**src/ahs_pkg.sv**
```systemverilog
// Shared types, codes and helpers of the three-axis homing sequencer.
// No dependencies; every other file imports this package.
package ahs_pkg;

  localparam int NUM_AXES   = 3;
  localparam int AXIS_W     = (NUM_AXES > 1) ? $clog2(NUM_AXES) : 1;
  localparam int SPEED_REGS = 3;
  localparam int SPEED_W    = 11;
  localparam int BACKOFF_W  = 16;
  localparam int POS_W      = 24;
  localparam int VEL_W      = 12;
  localparam int STEP_W     = 3;
  localparam int MASK_W     = 3;
  localparam int CFG_IDX_W  = 3;
  localparam int CFG_DATA_W = 16;

  localparam logic [BACKOFF_W-1:0] BACKOFF_RESET = 16'd1000;

  // Homing steps
  localparam logic [STEP_W-1:0] STEP_IDLE    = 3'd0;
  localparam logic [STEP_W-1:0] STEP_ARMED   = 3'd1;
  localparam logic [STEP_W-1:0] STEP_SEARCH  = 3'd2;
  localparam logic [STEP_W-1:0] STEP_BACKOFF = 3'd3;
  localparam logic [STEP_W-1:0] STEP_SLOW    = 3'd4;

  // Register indexes
  localparam logic [CFG_IDX_W-1:0] REG_FAST0   = 3'd0;
  localparam logic [CFG_IDX_W-1:0] REG_FAST1   = 3'd1;
  localparam logic [CFG_IDX_W-1:0] REG_FAST2   = 3'd2;
  localparam logic [CFG_IDX_W-1:0] REG_SLOW0   = 3'd3;
  localparam logic [CFG_IDX_W-1:0] REG_SLOW1   = 3'd4;
  localparam logic [CFG_IDX_W-1:0] REG_SLOW2   = 3'd5;
  localparam logic [CFG_IDX_W-1:0] REG_BACKOFF = 3'd6;

  typedef enum logic [1:0] {
    ACT_POLL      = 2'd0,
    ACT_START_ONE = 2'd1,
    ACT_START_ALL = 2'd2
  } action_e;

  typedef enum logic [1:0] {
    MODE_LEFT       = 2'd0,
    MODE_RIGHT      = 2'd1,
    MODE_LEFT_HOME  = 2'd2,
    MODE_RIGHT_HOME = 2'd3
  } mode_e;

  typedef enum logic [1:0] {
    RAMP_NONE     = 2'd0,
    RAMP_VELOCITY = 2'd1,
    RAMP_POSITION = 2'd2
  } ramp_e;

  typedef enum logic [1:0] {
    VMAX_NONE   = 2'd0,
    VMAX_FULL   = 2'd1,
    VMAX_NORMAL = 2'd2
  } vmax_e;

  typedef struct packed {
    logic                    accel;
    ramp_e                   ramp;
    vmax_e                   vmax;
    logic                    vt_write;
    logic signed [VEL_W-1:0] vt_value;
    logic                    xt_write;
    logic signed [POS_W-1:0] xt_value;
    logic                    zero;
  } cmd_t;

  localparam cmd_t CMD_NONE = '{
    accel: 1'b0, ramp: RAMP_NONE, vmax: VMAX_NONE, vt_write: 1'b0,
    vt_value: '0, xt_write: 1'b0, xt_value: '0, zero: 1'b0
  };

  // Speed magnitude to signed velocity; left is negative.
  function automatic logic signed [VEL_W-1:0] vel12(logic [SPEED_W-1:0] mag,
                                                    logic left);
    logic [VEL_W-1:0] m;
    m = {1'b0, mag};
    return left ? $signed(12'd0 - m) : $signed(m);
  endfunction

endpackage

```
**src/ahs_axis_step.sv**
```systemverilog
// One homing step of the addressed axis: next step, homed set and ramp commands.
// Depends on ahs_pkg.
module ahs_axis_step (
  input  logic [ahs_pkg::STEP_W-1:0]    step_i,
  input  logic [1:0]                    mode_i,
  input  logic                          left_limit_i,
  input  logic                          right_limit_i,
  input  logic                          target_reached_i,
  input  logic                          home_sensor_i,
  input  logic [ahs_pkg::POS_W-1:0]     actual_i,
  input  logic [ahs_pkg::SPEED_W-1:0]   fast_speed_i,
  input  logic [ahs_pkg::SPEED_W-1:0]   slow_speed_i,
  input  logic [ahs_pkg::BACKOFF_W-1:0] backoff_i,
  output logic [ahs_pkg::STEP_W-1:0]    step_o,
  output logic                          set_homed_o,
  output ahs_pkg::cmd_t                 cmd_o
);
  import ahs_pkg::*;

  mode_e mode;
  logic  left_mode;
  logic  limit_mode;
  logic  sw;
  logic  touched;
  logic [POS_W-1:0] back_ext;

  assign mode       = mode_e'(mode_i);
  assign left_mode  = (mode == MODE_LEFT) || (mode == MODE_LEFT_HOME);
  assign limit_mode = (mode == MODE_LEFT) || (mode == MODE_RIGHT);
  assign sw         = left_mode ? left_limit_i : right_limit_i;
  assign touched    = !home_sensor_i;
  assign back_ext   = {{(POS_W-BACKOFF_W){1'b0}}, backoff_i};

  always_comb begin
    step_o      = step_i;
    set_homed_o = 1'b0;
    cmd_o       = CMD_NONE;
    case (step_i)
      STEP_ARMED: begin
        cmd_o.accel    = 1'b1;
        cmd_o.ramp     = RAMP_VELOCITY;
        cmd_o.vmax     = VMAX_FULL;
        cmd_o.vt_write = 1'b1;
        cmd_o.vt_value = vel12(fast_speed_i, left_mode);
        step_o         = STEP_SEARCH;
      end
      STEP_SEARCH: begin
        if (sw) begin
          if (limit_mode) begin
            // back off away from the switch in position mode
            cmd_o.accel    = 1'b1;
            cmd_o.ramp     = RAMP_POSITION;
            cmd_o.vmax     = VMAX_NORMAL;
            cmd_o.xt_write = 1'b1;
            cmd_o.xt_value = $signed(left_mode ? actual_i + back_ext
                                               : actual_i - back_ext);
          end else begin
            cmd_o.vt_write = 1'b1;
            cmd_o.vt_value = vel12(slow_speed_i, !left_mode);
          end
          step_o = STEP_BACKOFF;
        end
      end
      STEP_BACKOFF: begin
        if (limit_mode) begin
          if (target_reached_i) begin
            cmd_o.accel    = 1'b1;
            cmd_o.ramp     = RAMP_VELOCITY;
            cmd_o.vmax     = VMAX_FULL;
            cmd_o.vt_write = 1'b1;
            cmd_o.vt_value = vel12(slow_speed_i, left_mode);
            step_o         = STEP_SLOW;
          end
        end else if (touched) begin
          cmd_o.zero  = 1'b1;
          set_homed_o = 1'b1;
          step_o      = STEP_IDLE;
        end
      end
      STEP_SLOW: begin
        if (limit_mode && sw) begin
          cmd_o.zero  = 1'b1;
          set_homed_o = 1'b1;
          step_o      = STEP_IDLE;
        end
      end
      default: begin
        step_o = step_i;
      end
    endcase
  end

endmodule

```
**src/axis_homing_sequencer.sv**
```systemverilog
// Top level of the three-axis homing sequencer: config registers, axis state,
// result register. Depends on ahs_pkg and ahs_axis_step.
//
//  channel | direction | handshake              | payload
//  --------+-----------+------------------------+-------------------------------
//  in      | sink      | in_valid_i / in_stall_o | action .. actual_position
//  out     | source    | out_valid_o / out_stall_i| accel_write .. param_error
//  cfg     | sink      | cfg_we_i               | cfg_index_i, cfg_data_i
//
// The step logic sits between the axis state and the result register, so a new
// beat is taken every cycle unless the result register is full and stalled.
// An input beat is held off only while the result register is full and stalled.
// Reset clears the axis steps, homed flags and output valid and loads register reset values.
module axis_homing_sequencer (
  input  logic                           clk_i,
  input  logic                           rst_ni,
  input  logic                           cfg_we_i,
  input  logic [ahs_pkg::CFG_IDX_W-1:0]  cfg_index_i,
  input  logic [ahs_pkg::CFG_DATA_W-1:0] cfg_data_i,
  input  logic                           in_valid_i,
  output logic                           in_stall_o,
  input  logic [1:0]                     action_i,
  input  logic [1:0]                     axis_i,
  input  logic [1:0]                     search_mode_i,
  input  logic                           left_limit_i,
  input  logic                           right_limit_i,
  input  logic                           target_reached_i,
  input  logic                           home_sensor_i,
  input  logic signed [23:0]             actual_position_i,
  output logic                           out_valid_o,
  input  logic                           out_stall_i,
  output logic                           accel_write_o,
  output logic [1:0]                     ramp_mode_cmd_o,
  output logic [1:0]                     vmax_cmd_o,
  output logic                           vtarget_write_o,
  output logic signed [11:0]             vtarget_value_o,
  output logic                           xtarget_write_o,
  output logic signed [23:0]             xtarget_value_o,
  output logic                           zero_axis_o,
  output logic [2:0]                     homed_mask_o,
  output logic [2:0]                     step_now_o,
  output logic                           param_error_o
);
  import ahs_pkg::*;

  logic [SPEED_W-1:0]   fast_q [SPEED_REGS];
  logic [SPEED_W-1:0]   slow_q [SPEED_REGS];
  logic [BACKOFF_W-1:0] backoff_q;

  logic [STEP_W-1:0]    step_q [NUM_AXES];
  logic [STEP_W-1:0]    step_d [NUM_AXES];
  logic [NUM_AXES-1:0]  homed_q, homed_d;

  logic                 out_valid_q;
  cmd_t                 cmd_q, cmd_d;
  logic [MASK_W-1:0]    mask_q, mask_d;
  logic [STEP_W-1:0]    step_now_q, step_now_d;
  logic                 perr_q, perr_d;

  logic                 in_accept;
  logic                 axis_ok;
  logic [AXIS_W-1:0]    ax;
  logic [SPEED_W-1:0]   fast_sel, slow_sel;
  logic [STEP_W-1:0]    fsm_step;
  logic                 fsm_homed;
  cmd_t                 fsm_cmd;

  assign in_stall_o = out_valid_q && out_stall_i;
  assign in_accept  = in_valid_i && !in_stall_o;
  assign axis_ok    = (axis_i < NUM_AXES);
  assign ax         = axis_i[AXIS_W-1:0];
  assign fast_sel   = (axis_i < SPEED_REGS) ? fast_q[axis_i[1:0]] : '0;
  assign slow_sel   = (axis_i < SPEED_REGS) ? slow_q[axis_i[1:0]] : '0;

  ahs_axis_step u_step (
    .step_i           (axis_ok ? step_q[ax] : STEP_IDLE),
    .mode_i           (search_mode_i),
    .left_limit_i     (left_limit_i),
    .right_limit_i    (right_limit_i),
    .target_reached_i (target_reached_i),
    .home_sensor_i    (home_sensor_i),
    .actual_i         (actual_position_i),
    .fast_speed_i     (fast_sel),
    .slow_speed_i     (slow_sel),
    .backoff_i        (backoff_q),
    .step_o           (fsm_step),
    .set_homed_o      (fsm_homed),
    .cmd_o            (fsm_cmd)
  );

  always_comb begin
    step_d  = step_q;
    homed_d = homed_q;
    cmd_d   = CMD_NONE;
    perr_d  = 1'b0;
    case (action_e'(action_i))
      ACT_START_ONE: begin
        if (axis_ok) step_d[ax] = STEP_ARMED;
        else perr_d = 1'b1;
      end
      ACT_START_ALL: begin
        for (int i = 0; i < NUM_AXES; i++) step_d[i] = STEP_ARMED;
      end
      ACT_POLL: begin
        if (axis_ok) begin
          step_d[ax] = fsm_step;
          if (fsm_homed) homed_d[ax] = 1'b1;
          cmd_d = fsm_cmd;
        end
      end
      default: begin
        perr_d = 1'b0;
      end
    endcase
    step_now_d = axis_ok ? step_d[ax] : STEP_IDLE;
    mask_d = '0;
    for (int i = 0; i < NUM_AXES && i < MASK_W; i++) mask_d[i] = homed_d[i];
  end

  // config registers
  always_ff @(posedge clk_i or negedge rst_ni) begin
    if (!rst_ni) begin
      for (int i = 0; i < SPEED_REGS; i++) begin
        fast_q[i] <= '0;
        slow_q[i] <= '0;
      end
      backoff_q <= BACKOFF_RESET;
    end else if (cfg_we_i) begin
      case (cfg_index_i)
        REG_FAST0:   fast_q[0] <= cfg_data_i[SPEED_W-1:0];
        REG_FAST1:   fast_q[1] <= cfg_data_i[SPEED_W-1:0];
        REG_FAST2:   fast_q[2] <= cfg_data_i[SPEED_W-1:0];
        REG_SLOW0:   slow_q[0] <= cfg_data_i[SPEED_W-1:0];
        REG_SLOW1:   slow_q[1] <= cfg_data_i[SPEED_W-1:0];
        REG_SLOW2:   slow_q[2] <= cfg_data_i[SPEED_W-1:0];
        REG_BACKOFF: backoff_q <= cfg_data_i[BACKOFF_W-1:0];
        default:     backoff_q <= backoff_q;
      endcase
    end
  end

  // axis state and output valid
  always_ff @(posedge clk_i or negedge rst_ni) begin
    if (!rst_ni) begin
      for (int i = 0; i < NUM_AXES; i++) step_q[i] <= STEP_IDLE;
      homed_q     <= '0;
      out_valid_q <= 1'b0;
    end else begin
      if (in_accept) begin
        step_q  <= step_d;
        homed_q <= homed_d;
      end
      if (in_accept) out_valid_q <= 1'b1;
      else if (!out_stall_i) out_valid_q <= 1'b0;
    end
  end

  // result payload: load on accept, hold otherwise
  always_ff @(posedge clk_i) begin
    if (in_accept) begin
      cmd_q      <= cmd_d;
      mask_q     <= mask_d;
      step_now_q <= step_now_d;
      perr_q     <= perr_d;
    end
  end

  assign out_valid_o     = out_valid_q;
  assign accel_write_o   = cmd_q.accel;
  assign ramp_mode_cmd_o = cmd_q.ramp;
  assign vmax_cmd_o      = cmd_q.vmax;
  assign vtarget_write_o = cmd_q.vt_write;
  assign vtarget_value_o = cmd_q.vt_value;
  assign xtarget_write_o = cmd_q.xt_write;
  assign xtarget_value_o = cmd_q.xt_value;
  assign zero_axis_o     = cmd_q.zero;
  assign homed_mask_o    = mask_q;
  assign step_now_o      = step_now_q;
  assign param_error_o   = perr_q;

endmodule

```
**config.mk**
```make
export PLATFORM = sky130hd
export DESIGN_NAME = axis_homing_sequencer
export DESIGN_NICKNAME = d
export VERILOG_FILES = /design/src/ahs_pkg.sv /design/src/ahs_axis_step.sv /design/src/axis_homing_sequencer.sv
export SDC_FILE = /design/constraint.sdc
export NUM_CORES = 1
export LEC_CHECK = 0
export BUFFER_PORTS_ARGS = -buffer_cell sky130_fd_sc_hd__buf_2
export CORE_ASPECT_RATIO = 1.2
export CORE_UTILIZATION = 50
export CTS_BUF_LIST = sky130_fd_sc_hd__clkbuf_4
export DETAILED_ROUTE_END_ITERATION = 7
export PLACE_DENSITY_LB_ADDON = 0.3
export SKIP_LAST_GASP = 1
export SLEW_MARGIN = 20
export SYNTH_ARGS = -nofsm -noshare
export SYNTH_HDL_FRONTEND = slang
export SYNTH_HIERARCHICAL = 1
export SYNTH_SLANG_ARGS = --single-unit
```
**constraint.sdc**
```tcl
create_clock -name clk_i -period 9.4 [get_ports clk_i]
set_input_delay 0.47 -clock clk_i [delete_from_list [all_inputs] [get_ports clk_i]]
set_output_delay 0.47 -clock clk_i [all_outputs]
set_load 0.01 [all_outputs]
```
### Word-level counts from Yosys, hierarchy flattened

Index checks and enable logic that the tools add are counted.

* logic and storage cells: 124
* output and inout bits: 53
* flip-flop bits (word level): 146

* reduce and logical (&&, ||, !) cells: 21
* $add $sub $neg: 4
* equal/unequal tests: 15
* bitwise operators: 5
* $lt $le $gt $ge: 5
* mux-type cells: 51

Operator list (count)
* $mux 11: 6
* $pmux 18 s3: 1
* $bmux 11 s2: 2
* $mux 43: 1
* $mux 3: 14
* $mux 12: 3
* $mux 18: 2
* $pmux 9 s3: 1
* $mux 25: 1
* $add 24x16->24: 1
* $mux 24: 1
* $sub 1x11->12 const A: 2
* $sub 24x16->24: 1
* $mux 9: 2
* $reduce_and 2->1: 8
* $mux 13: 1
* $bmux 3 s2: 2
* $eq 3x2->1 const B: 4
* $eq 3x3->1 const B: 4
* $pmux 3 s4: 1
* $bwmux 9: 1
* $mux 1: 8
* $and 6x6->6: 1
* $demux 3 s2: 1
* 22 further kinds: 32

### Longest topological paths before layout

* word-level depth: 14
* depth in mapped cells: 15
* depth with buffers taken out: 14

### By module

Netlist, hierarchy kept.

Modules (own cells, without submodules)
* axis_homing_sequencer: area each 6271.0 um^2, times used 1, cells each 443
* ahs_axis_step: area each 2712.6 um^2, times used 1, cells each 428

### Worst setup path after synthesis

Ideal clock, no wire load.

* path kind: in2reg
* start point: input search_mode_i[0]
* end point: register cmd_q (netlist bit xtarget_value_o[16]), data pin
* arrival time: 2974 ps
* stages: 13
* setup time: 255 ps
* path buffers: 3
* setup slack: 6171 ps
* cells stage by stage: buf_4 -> clkbuf_1 -> buf_1 -> nand2_1 -> xnor2_1 -> ha_1 -> a21o_1 -> a21oi_1 -> a21oi_1 -> or3b_1 -> a21oi_1 -> mux2i_1 -> and2_1

* word-level cells in the longest chain between the ends: 4
* elaborated cells between the ends (all ways): 8
* classes of those cells: eq/ne (2); mux (2); reduce/logical (4)

RTL lines
* start: declaration: RTL line axis_homing_sequencer.sv:24 `input logic [1:0] search_mode_i,`
* $eq 2x2->1 / $logic_not 2->1 (equally long branches): RTL line ahs_axis_step.sv:28, ahs_axis_step.sv:29
* $logic_or 1x1->1: RTL line ahs_axis_step.sv:28 `assign left_mode = (mode == MODE_LEFT) || (mode == MODE_LEFT_HOME);`
* $mux 1: RTL line ahs_axis_step.sv:30 `assign sw = left_mode ? left_limit_i : right_limit_i;`
* $reduce_and 5->1 (no line)
* end signal: assignment: RTL line axis_homing_sequencer.sv:161 `cmd_q <= cmd_d;`
* end: declaration: RTL line axis_homing_sequencer.sv:55 `cmd_t cmd_q, cmd_d;`

Parallel ways exist; a longest one is shown, timed or not.
A chain may end at the register's enable or synchronous reset.

### Worst setup path after layout

* start point: register backoff_q[8]
* end point: register cmd_q (netlist bit xtarget_value_o[21]), data pin

* word-level cells in the longest chain between the ends: 2
* elaborated cells between the ends (all ways): 3
* classes of those cells: add/sub (2); mux (1)

RTL lines
* start: declaration: RTL line axis_homing_sequencer.sv:48 `logic [BACKOFF_W-1:0] backoff_q;`
* start signal: assignment: RTL line axis_homing_sequencer.sv:136 `REG_BACKOFF: backoff_q <= cfg_data_i[BACKOFF_W-1:0];`
* start signal: assignment: RTL line axis_homing_sequencer.sv:137 `default: backoff_q <= backoff_q;`
* $sub 24x16->24 / $add 24x16->24 (equally long branches): RTL line ahs_axis_step.sv:56, ahs_axis_step.sv:55
* $mux 24 (*): RTL line ahs_axis_step.sv:55 `cmd_o.xt_value = $signed(left_mode ? actual_i + back_ext`

Every way passes the cells marked *; elsewhere a longest branch is shown, timed or not.

==> run summary <==
The synthesized netlist devotes 16.3% of its cell area to simple gates. The number of filler instances in the final layout was 1,513. Subtracting the final worst setup slack from the clock period gives 3640 ps. The first global-routing pass estimated 34,500 µm of wire.

The tools report the HPWL after detailed placement as 15,900 µm. Before antenna repair, the detailed router went through 5 iterations. Clock latency on the worst-skew pair, taken at its later pin, is 560 ps. Dominant combinational cell family by area after synthesis: simple AND/OR/NAND/NOR gates.

For the number of hold violations in the final report, the log shows 0. Final-report max-slew violation count: 0. Sorting the synthesized cells by area gives the leading types as dfrtp_1 25%, edfxtp_1 17%, mux2_2 10%.

Synthesized-area fraction occupied by xor and xnor cells: 3.12%. The initialized floorplan defines 53 standard-cell rows. The worst setup path is of the flip-flop to flip-flop kind. In this run the count of I/O pins placed on the die edge is 111.

Clock tree synthesis inserted a total of 17 buffers. Master of the slowest instance on the critical path: ha_1. Count of max-cap constraint violations: 0. The tools report the count of clock tree sinks as 146. For this design the ratio of total power to cell area is 194 nW/µm².

Once detail routing completed, the nets flagged for antenna violations numbered 0. Worst setup skew after layout: 20.7 ps. The synthesized netlist devotes 14.4% of its cell area to compound gates.

The worst hold path begins at in_valid_i. The global-route total usage across every layer was 23.5%; the pin slew with the least headroom to its limit was 997 ps. In this run the cell area of the synthesized design comes to 8980 µm². The final cycle utilization of the critical path was 38.7%.

The clock tree root driver cell was clkbuf_4. The area fraction of the dominant cell type after synthesis is 24.8%, and the net switching power is 0.705 mW. Setup repair after global routing left no endpoint under its margin.

The initial core utilization is 51.1%. At the worst endpoint, the required time is 9740 ps. Layout overhead on the synthesized area: 10.6%. The cell count after synthesis came out at 871. The die is 124 µm wide. The part of the Yosys area used for sequential elements is 43.6%, and the design internal power is 1.22 mW. For the core area, the log shows 17,600 µm². The tools report the clock tree buffer depth as 2.

The critical path goes through nor4_1, nand4_1, o31ai_1, xnor2_1, ha_1, nand4_1, nor2_1, o2111ai_1, a211oi_1, o21ai_0, nor3b_1, and2_1. Tracing the worst setup path back leads to its startpoint at backoff_q[8]$_DFFE_PN1P_. The run gives 5580 ps as the post-place setup slack. The leading area contributor after synthesis was dfrtp_1.

For the leakage component of the power, the log shows 4.25 nW. The worst setup path is captured at a flip-flop. Remaining max-slew budget at the tightest pin: 33.5%. For the via count of the first global-routing pass, the log shows 6,524. In the final routed layout, each cell accounts on average for 17.9 µm. Counting flops with a built-in enable in the synthesized netlist gives 51. The total negative setup slack was 0 ps.

For the worst setup path, the data arrival time is 3980 ps. The clock network accounts for 23.2% of the total power. The DRC violation count after routing is 0. The average instance area after synthesis was 10.3 µm². TritonCTS built the clock tree.

The number of nets handed over by synthesis was 961. The number of different library cells in the post-synthesis netlist is 72, and the biggest cell delay along the critical path is 430 ps. IR analysis of the VDD net gives a maximum drop of 0.000117 V. The tools report the post-CTS repair timing setup buffer count as 0. Entering global routing, the biggest net connects 82 pins.

The fraction of synthesis flops using an asynchronous set or reset pin was 65.1%. Leaving out fill and tap cells, the most frequent cell in the layout is buf_2. The number of vias in the routed layout was 6,994. Of the total power, the share spent switching nets is 36.6%. The total overflow left after global routing is 0. The wire length after detailed routing was 21,400 µm; the via density per instance was 5.85.

Measured against the total synthesized area, the mux share comes to 14.2%. The fraction of layout cells with a size suffix above 1 was 26.1%; the clock slew at the register clock pins of the worst setup and hold paths was 140 ps. Once layout is complete, the cells apart from fillers number 1,195. The tools report the kind of start point of the critical path as a flip-flop. At the end of routability-driven placement, the weighted congestion stood at 0.952.

Of the total power, registers draw 43.5%. The worst register-to-register path begins at backoff_q[8]$_DFFE_PN1P_. Number of flip-flops and latches in the synthesized netlist: 146. In this design, the critical path's most frequently occurring cell is nand4_1.

The worst hold path belongs to the class input pin to flip-flop. In this run the number of H-tree levels came out at 4. The most frequently used flop master after synthesis was dfrtp_1. The quantity of I/O buffers inserted on ports is 110, and the peak clock frequency supported by timing is 0.275 GHz. In this run the vertical extent of the chip is 149 µm. Of all nets on the critical path, the largest fanout is 7. The logs give 493 for the number of DRC violations after detailed-routing iteration 0 and 1,051 for the number of nets in the finished design. In the layout the commonest cells are 109 x buf_2, 89 x dfrtp_1, 82 x mux2_2.

After layout, the worst setup slack is 5760 ps. The Yosys step of the flow raised 6 warnings. Fraction of the mapped netlist area in adder cells: 4.54%. The instance count after placement with tap cells included was 1,161; the combinational power share was 33.3%. Number of antenna violations at the first check in global routing: 1. The die covers 18,500 µm².

Setup violations remaining at the end of the flow were counted as 0. The run finished with clean final reports.
[synthesized netlist by cell type (all sizes together) (12+ instances only)]
library cell  instances
xnor2                25
mux2i                33
a21oi                48
mux2                 82
nor2                 47
inv                  21
nand2                77
and2                 48
ha                   31
a21o                 19
nor3                 28
clkbuf               16
dfrtp                89
o21a                 12
buf                  30
o21ai                63
edfxtp               51
[per-stage QoR]
step | total power [mW] | instance area, µm² | hold slack, ps | utilization [%]
2_1_floorplan | 1.31 | 8980 | 174 | -
3_3_place_gp | 1.47 | 9590 | 335 | 54.6
3_5_place_dp | 1.48 | 9590 | 337 | 54.6
4_1_cts | 1.93 | 9940 | 69.4 | 56.5
5_1_grt | 2.04 | 9940 | 73.7 | 56.6
6_report | 1.92 | 9940 | 109 | 56.6
[power groups by stage]
stage / logic [mW] / registers (mW) / clock network (mW)
after global placement: 0.628 / 0.845 / 0
final: 0.640 / 0.837 / 0.447
after CTS: 0.635 / 0.836 / 0.459
after detailed placement: 0.631 / 0.849 / 0
after global routing: 0.707 / 0.851 / 0.484
after floorplan: 0.471 / 0.839 / 0
[sequential cells by signal, summed over array words and instances (netlist names)]
register	cells
backoff_q	16
xtarget_value_o	24
step_now_o	3
accel_write_o	1
out_valid_o	1
slow_q	33
homed_mask_o	3
ramp_mode_cmd_o	2
vmax_cmd_o	2
homed_q	3
zero_axis_o	1
step_q	9
param_error_o	1
fast_q	33
vtarget_value_o	12
xtarget_write_o	1
vtarget_write_o	1
[cell type report]
type / instances / area (µm²) / share of cell area [%]
timing repair buffer: 117 / 608 / 6.12
inverter: 21 / 78.8 / 0.793
multi-input combinational: 658 / 4720 / 47.5
clock inverter: 15 / 209 / 2.10
sequential: 146 / 3920 / 39.4
tap: 220 / 275 / 2.77
antenna: 1 / 2.50 / 0.0252
clock buffer: 17 / 128 / 1.28
[worst paths after layout]
check | end | slack, ps | cells past startpoint
worst max-delay path | xtarget_value_o[21]$_SDFFCE_PN0P_ | 5760 | 12
worst min-delay path | out_valid_o$_DFFE_PN0P_ | 110 | 2
worst max register to register | xtarget_value_o[21]$_SDFFCE_PN0P_ | 5760 | 12
worst min register to register | homed_q[0]$_DFFE_PN0P_ | 490 | 1
max in group asynchronous | backoff_q[10]$_DFFE_PN0P_ | 7870 | 3
min in group asynchronous | homed_q[0]$_DFFE_PN0P_ | 260 | 2
[routing by layer]
metal,wire (µm),share of wire (%),vias up,track usage (%)
li1,-,-,3363,-
met2,10300,48,219,38.5
met4,386,1.8,0,8.13
met1,9760,46,3379,32.0
met3,992,4.6,33,3.48
met5,0,0,-,0
[worst max-delay path: cells and delay by family (launching register included)]
kind,cells,cell delay [ps]
compound gates,4,1040
xor+xnor,1,110
fa+ha+maj,1,430
flops,1,410
simple gates,6,1420
[kinds of logic (layout without fill, tap and decap cells)]
group	after synthesis	count (layout)
flip-flops	146	146
multiplexers	116	116
other	0	1
adder cells (fa/ha/maj)	32	32
buffers and inverters	67	170
AND/OR/NAND/NOR	276	276
XOR/XNOR	32	32
AO/OA/AOI/OAI	202	202
[repair_timing]
item                                    CTS  global route
hold endpoints to repair                 14             0
endpoints found under the setup margin    0             0
hold buffers                              1             0
gates resized for setup                   0             0
(Power assumes the default switching activity.)
